$ cat src/mcc_pkg.sv
// ----------------------------------------------------------------------------
// mcc_pkg
// Shared types, constants and the arctangent table for the coil combiner.
// ----------------------------------------------------------------------------
package mcc_pkg;

    localparam int PHASE_FRAC_DEF = 13;

    // CORDIC: iterations, angle fraction bits, constants in Q20 radians
    localparam int ITERS       = 20;
    localparam int ANG_FRAC    = 20;
    localparam int PI_Q20      = 3294199;
    localparam int HALF_PI_Q20 = 1647099;
    localparam int GAIN_Q20    = 636751;

    localparam int SAMP_W  = 16;
    localparam int POWER_W = 37;
    localparam int WSUM_W  = 52;
    localparam int OUT_W   = 24;
    localparam int CFG_W   = 16;

    // vectoring datapath in the front
    localparam int VX_W = 34;
    localparam int VZ_W = 25;

    // back end: quotient bits, square root steps, rotation datapath
    localparam int DIV_QW   = 22;
    localparam int SQ_IN_W  = 54;
    localparam int SQ_ITERS = SQ_IN_W / 2;
    localparam int SQ_REM_W = SQ_ITERS + 2;
    localparam int MQ_W     = SQ_ITERS + 1;
    localparam int CX_W     = 38;

    localparam int Q_DEPTH = 2;

    localparam int OUT_MAX = 8388607;
    localparam int OUT_MIN = -8388608;

    // configuration register indexes
    localparam logic [1:0] CFG_MODE   = 2'd0;
    localparam logic [1:0] CFG_SCALE  = 2'd1;
    localparam logic [1:0] CFG_OFFSET = 2'd2;

    typedef struct packed {
        logic [POWER_W-1:0]       power;
        logic signed [WSUM_W-1:0] wsum;
    } t_pix;

    typedef struct packed {
        logic                    mode;
        logic signed [CFG_W-1:0] scale;
        logic signed [CFG_W-1:0] offset;
    } t_cfg;

    function automatic logic [19:0] atan_q20(input logic [4:0] idx);
        logic [19:0] v;
        unique case (idx)
            5'd0:  v = 20'd823550;
            5'd1:  v = 20'd486170;
            5'd2:  v = 20'd256879;
            5'd3:  v = 20'd130396;
            5'd4:  v = 20'd65451;
            5'd5:  v = 20'd32757;
            5'd6:  v = 20'd16383;
            5'd7:  v = 20'd8192;
            5'd8:  v = 20'd4096;
            5'd9:  v = 20'd2048;
            5'd10: v = 20'd1024;
            5'd11: v = 20'd512;
            5'd12: v = 20'd256;
            5'd13: v = 20'd128;
            5'd14: v = 20'd64;
            5'd15: v = 20'd32;
            5'd16: v = 20'd16;
            5'd17: v = 20'd8;
            5'd18: v = 20'd4;
            5'd19: v = 20'd2;
            default: v = 20'd0;
        endcase
        return v;
    endfunction

endpackage

$ cat src/mcc_queue.sv
// ----------------------------------------------------------------------------
// mcc_queue
// Small FIFO of finished pixel sums between front and back.
// ----------------------------------------------------------------------------
module mcc_queue import mcc_pkg::*; (
    input  logic i_clk,
    input  logic i_rst_n,
    input  logic i_push,
    input  t_pix i_pix,
    input  logic i_pop,
    output logic o_full,
    output logic o_empty,
    output t_pix o_head
);

    localparam int PW = (Q_DEPTH > 1) ? $clog2(Q_DEPTH) : 1;
    localparam int CW = $clog2(Q_DEPTH + 1);

    t_pix          r_mem [Q_DEPTH];
    logic [PW-1:0] r_wp, r_rp;
    logic [CW-1:0] r_cnt;

    assign o_full  = (r_cnt == CW'(Q_DEPTH));
    assign o_empty = (r_cnt == '0);
    assign o_head  = r_mem[r_rp];

    always_ff @(posedge i_clk) begin
        if (i_push) begin
            r_mem[r_wp] <= i_pix;
        end
    end

    always_ff @(posedge i_clk) begin
        if (!i_rst_n) begin
            r_wp  <= '0;
            r_rp  <= '0;
            r_cnt <= '0;
        end else begin
            if (i_push) begin
                r_wp <= (r_wp == PW'(Q_DEPTH - 1)) ? '0 : r_wp + PW'(1);
            end
            if (i_pop) begin
                r_rp <= (r_rp == PW'(Q_DEPTH - 1)) ? '0 : r_rp + PW'(1);
            end
            r_cnt <= r_cnt + CW'(i_push) - CW'(i_pop);
        end
    end

endmodule

$ cat config.mk
export PLATFORM = sky130hd
export DESIGN_NAME = mcc_queue
export DESIGN_NICKNAME = d
export VERILOG_FILES = /design/src/mcc_pkg.sv /design/src/mcc_queue.sv
export SDC_FILE = /design/constraint.sdc
export NUM_CORES = 1
export LEC_CHECK = 0
export BUFFER_PORTS_ARGS = -buffer_cell sky130_fd_sc_hd__buf_4
export CELL_PAD_IN_SITES_DETAIL_PLACEMENT = 0
export CELL_PAD_IN_SITES_GLOBAL_PLACEMENT = 1
export CORE_MARGIN = 1.5
export CORE_UTILIZATION = 44
export DETAILED_ROUTE_END_ITERATION = 10
export PLACE_DENSITY_LB_ADDON = 0.3
export RECOVER_POWER = 100
export SYNTH_ARGS = -nofsm -noshare
export SYNTH_HDL_FRONTEND = slang
export SYNTH_SLANG_ARGS = --single-unit
$ cat constraint.sdc
create_clock -name i_clk -period 6.4 [get_ports i_clk]
set_clock_uncertainty 0.1 [all_clocks]
set_input_delay 0.96 -clock i_clk [delete_from_list [all_inputs] [get_ports i_clk]]
set_output_delay 0.96 -clock i_clk [all_outputs]
set_load 0.005 [all_outputs]
==> results <==
- The count of placed standard cells in the final layout, fillers left out is 691.
- In the final design database the tool counted 589 nets.
- The first-pass iteration count of the detailed router is 4.
- The multi-input combinational cells in the finished layout cover a total of 1130 sq um.
- 0 antenna diodes ended up in the layout.
- The final reports fail on max-capacitance violations, max-slew violations.
- The number of cells upsized or downsized after cts is 0.
- In the final routed layout, each cell accounts on average for 17.2 microns.
- Setup total negative slack on the finished layout was measured at 0 ps.
- The area growth from synthesis to layout is 29.0%.
- The critical path goes through buf_4 -> mux2_1 -> buf_4.
- The most used cell along the critical path is buf_4.
- The source-to-sink clock delay at the later pin of the worst-skew pair is 420 ps.
- The initial antenna violation count is 0.
- The share of synthesized area in the top cell type comes to 0.800.
- The final critical-path share of the clock period is 0.690.
- The synthesized area is between 6000 and 7000 sq um.
- On the worst path, the slowest cell contributes a delay of 1590 ps.
- Setup violations remaining at the end of the flow were counted as 0.
- The net load switching power is 0.542 mW.
- The clock transition at the register clock pins on the worst setup and hold paths after CTS is 60 ps.
- The buffer count from post-CTS setup fixing is 0.
- The total count of max-transition violations in the final report came to 181.
- The synthesized net count is 393.
- The nature of the critical path startpoint is a flip-flop.
- Setup repair after global routing left no endpoint under its margin.
- The critical-path cell with the highest stage delay is dfxtp_1.
- The number of flip-flops and latches in the synthesized netlist is 183.
- The final critical path time including I/O delays and setup is 4410 ps.
- During placement, the flow inserted port buffers numbering approximately 180.
- The mean instance size in the synthesized netlist is 22.4 sq um.
- CTS saw 183 sinks.
- The hold-fix buffer count after cts is 0.
- The count of boundary I/O pins is 184.
- The maximum fanout count along the critical path is 48.
- By area the synthesized netlist is led by edfxtp_1 (80%), mux2_2 (13%), mux2_4 (2.2%).
- Counting the fill cells in the layout gives 1122.
- The run finished, with violations left.
- The worst hold-check path type is reg2reg.
- The number of clock buffers added by TritonCTS is 17.
- The synthesized instance count is 298.
- The power share of the combinational group is 0.101.
- The maximum operating frequency is 227 MHz.
- The via count of the first global-routing pass is 3540.
- The share of the Yosys chip area taken by registers is 0.815.
- The area of all sequential standard cells is 5450 sq um.
- The largest net degree at the start of global routing is between 60 and 70.
- In this run the core area contains 44 standard-cell rows.
- Of the total power, the clock network draws 0.358.
- The total DRC errors in the routed layout is 0.
- The buffer type at the clock tree root is clkbuf_16.
- The power density of the placed cells is between 300 and 400 nW/um^2.
- Counting along the longest clock path gives a buffer depth of 2.
- The wire length of the first global-routing pass is 18300 microns.
- The overall die width is 126 microns.
- The core area is 14700 sq um.
- The placement-stage worst setup slack is 3310 ps.
- In the layout the commonest cells are edfxtp_1 (178), clkbuf_4 (135), mux2_2 (73), clkbuf_1 (34), buf_4 (19).
- The slack of the critical path is 1990 ps.
- The initial utilization of the core area, before any placement, comes to 0.454.
- Once detailed placement completed, the half-perimeter wirelength came to slightly below 8000 microns.
- The switching part of the total power is 0.208.
- The tool flagged a number of max-cap violations equal to 4.
- The fraction of layout instances using a drive strength above 1 is 0.501.
- The via density per instance is just under 5.
- The number of nets with antenna violations after routing is 0.
- After routing the design area is 8610 sq um.
- The final count of hold timing violations is 0.
- The startpoint-to-endpoint class of the critical path is reg2out.
- The die is 126 microns tall.
- The slew of the pin with the lowest slew margin is 2570 ps.
- The setup check on the worst reg-to-reg path leaves a slack of 2430 ps.
- The sum of overflow across all layers after global routing is 0.
- The most common library cell in the layout ignoring fill and taps is edfxtp_1.
- Headroom to the max-slew limit came out at -0.716.
- The peak supply drop is about 0.16 mV.
- The via count is roughly 3300.
- The die covers 15900 sq um.
- For the worst setup path, the data required time is around 5300 ps.
- The DRC marker count from the first detailed-route iteration is 211.
- The TritonCTS clock tree is done.
- The global routing usage summed across all routing layers is 0.155.
- Summing all placed instances gives a cell area of 8260 sq um.
- The internal power of the cells totals 2.07 mW.
- The signal arrival time at the worst endpoint is 3350 ps.
- The leading area contributor after synthesis is edfxtp_1.
- The analysis attributes to cell leakage a power of 3.12 nW.
- The Yosys step of the flow raised 0 warnings.
- The final weighted congestion in routability-driven placement is 0.675.
- The deepest level of the CTS H-tree is 4.
- The total instance count after detailed placement is 659.
- Of the total power, registers draw 0.541.
- After detailed routing, the total wire length is 11900 microns.
- The post-synthesis cell type count is 14.
- The worst setup path is captured at an output pin.
==> sequential cells by signal, summed over array words and instances (netlist names), named ones only <==
| name | count |
|---|---|
| r_mem | 178 |
| r_rp | 1 |
| r_cnt | 2 |
| r_wp | 1 |
==> per-stage QoR <==
stage	utilization	power, mW	hold WS (ps)
final	0.586	2.61	491
after global routing	0.586	2.72	525
after CTS	0.597	2.67	482
after detailed placement	0.562	1.73	458
after global placement	0.562	1.72	457
after floorplan	-	1.57	455
==> area by class of cell <==
type | instances | area share
tap | 184 | 0.0267
clock buffer | 20 | 0.0507
clock inverter | 12 | 0.0100
sequential | 183 | 0.632
inverter | 2 | 0.000871
multi-input combinational | 103 | 0.131
timing repair buffer | 187 | 0.149
==> metal layers <==
metal  global-route usage  vias to the layer above  wire length [microns]
met4               0.0663                        0                    228
met1                0.183                     1640                   4990
met2                0.254                      115                   5880
met3               0.0595                       21                    811
met5                    0                        -                      0
li1                     -                     1569                      -
==> power by group through the flow <==
stage	clock network (mW)	registers [mW]	logic (mW)
after floorplan	0	1.43	0.140
after global placement	0	1.43	0.289
after detailed placement	0	1.44	0.295
after CTS	0.957	1.41	0.296
after global routing	1.01	1.42	0.289
final	0.935	1.41	0.264
==> final timing paths <==
kind | startpoint | endpoint | cells past startpoint
max | flip-flop | o_head[67] | 3
min | r_rp | flip-flop | 2
min reg2reg | r_rp | flip-flop | 2
max reg2reg | r_wp | r_mem[0][71] | 3
==> kinds of logic after synthesis <==
logic type,Yosys count,share of synthesized area
flip-flops,183,0.815
multiplexers,89,0.156
buffers and inverters,12,0.0114
AND/OR/NAND/NOR,9,0.00805
XOR/XNOR,2,0.00468
adder cells (fa/ha/maj),2,0.00375
AO/OA/AOI/OAI,1,0.00112
==> critical path, delay by kind of cell, from the launching register on <==
kind                   cells  cell delay (ps)
DFF                        1             1590
buffers and inverters      2              890
muxes                      1              410
==> cell usage after synthesis (all sizes together) <==
library cell  count
edfxtp          178
mux2             89
buf              10
dfxtp             5
and2              4
nor2b             4
ha                2
inv               2
nor2              1
o21a              1
xnor3             1
xor2              1
No activity file was read; power rests on OpenSTA's default activity.
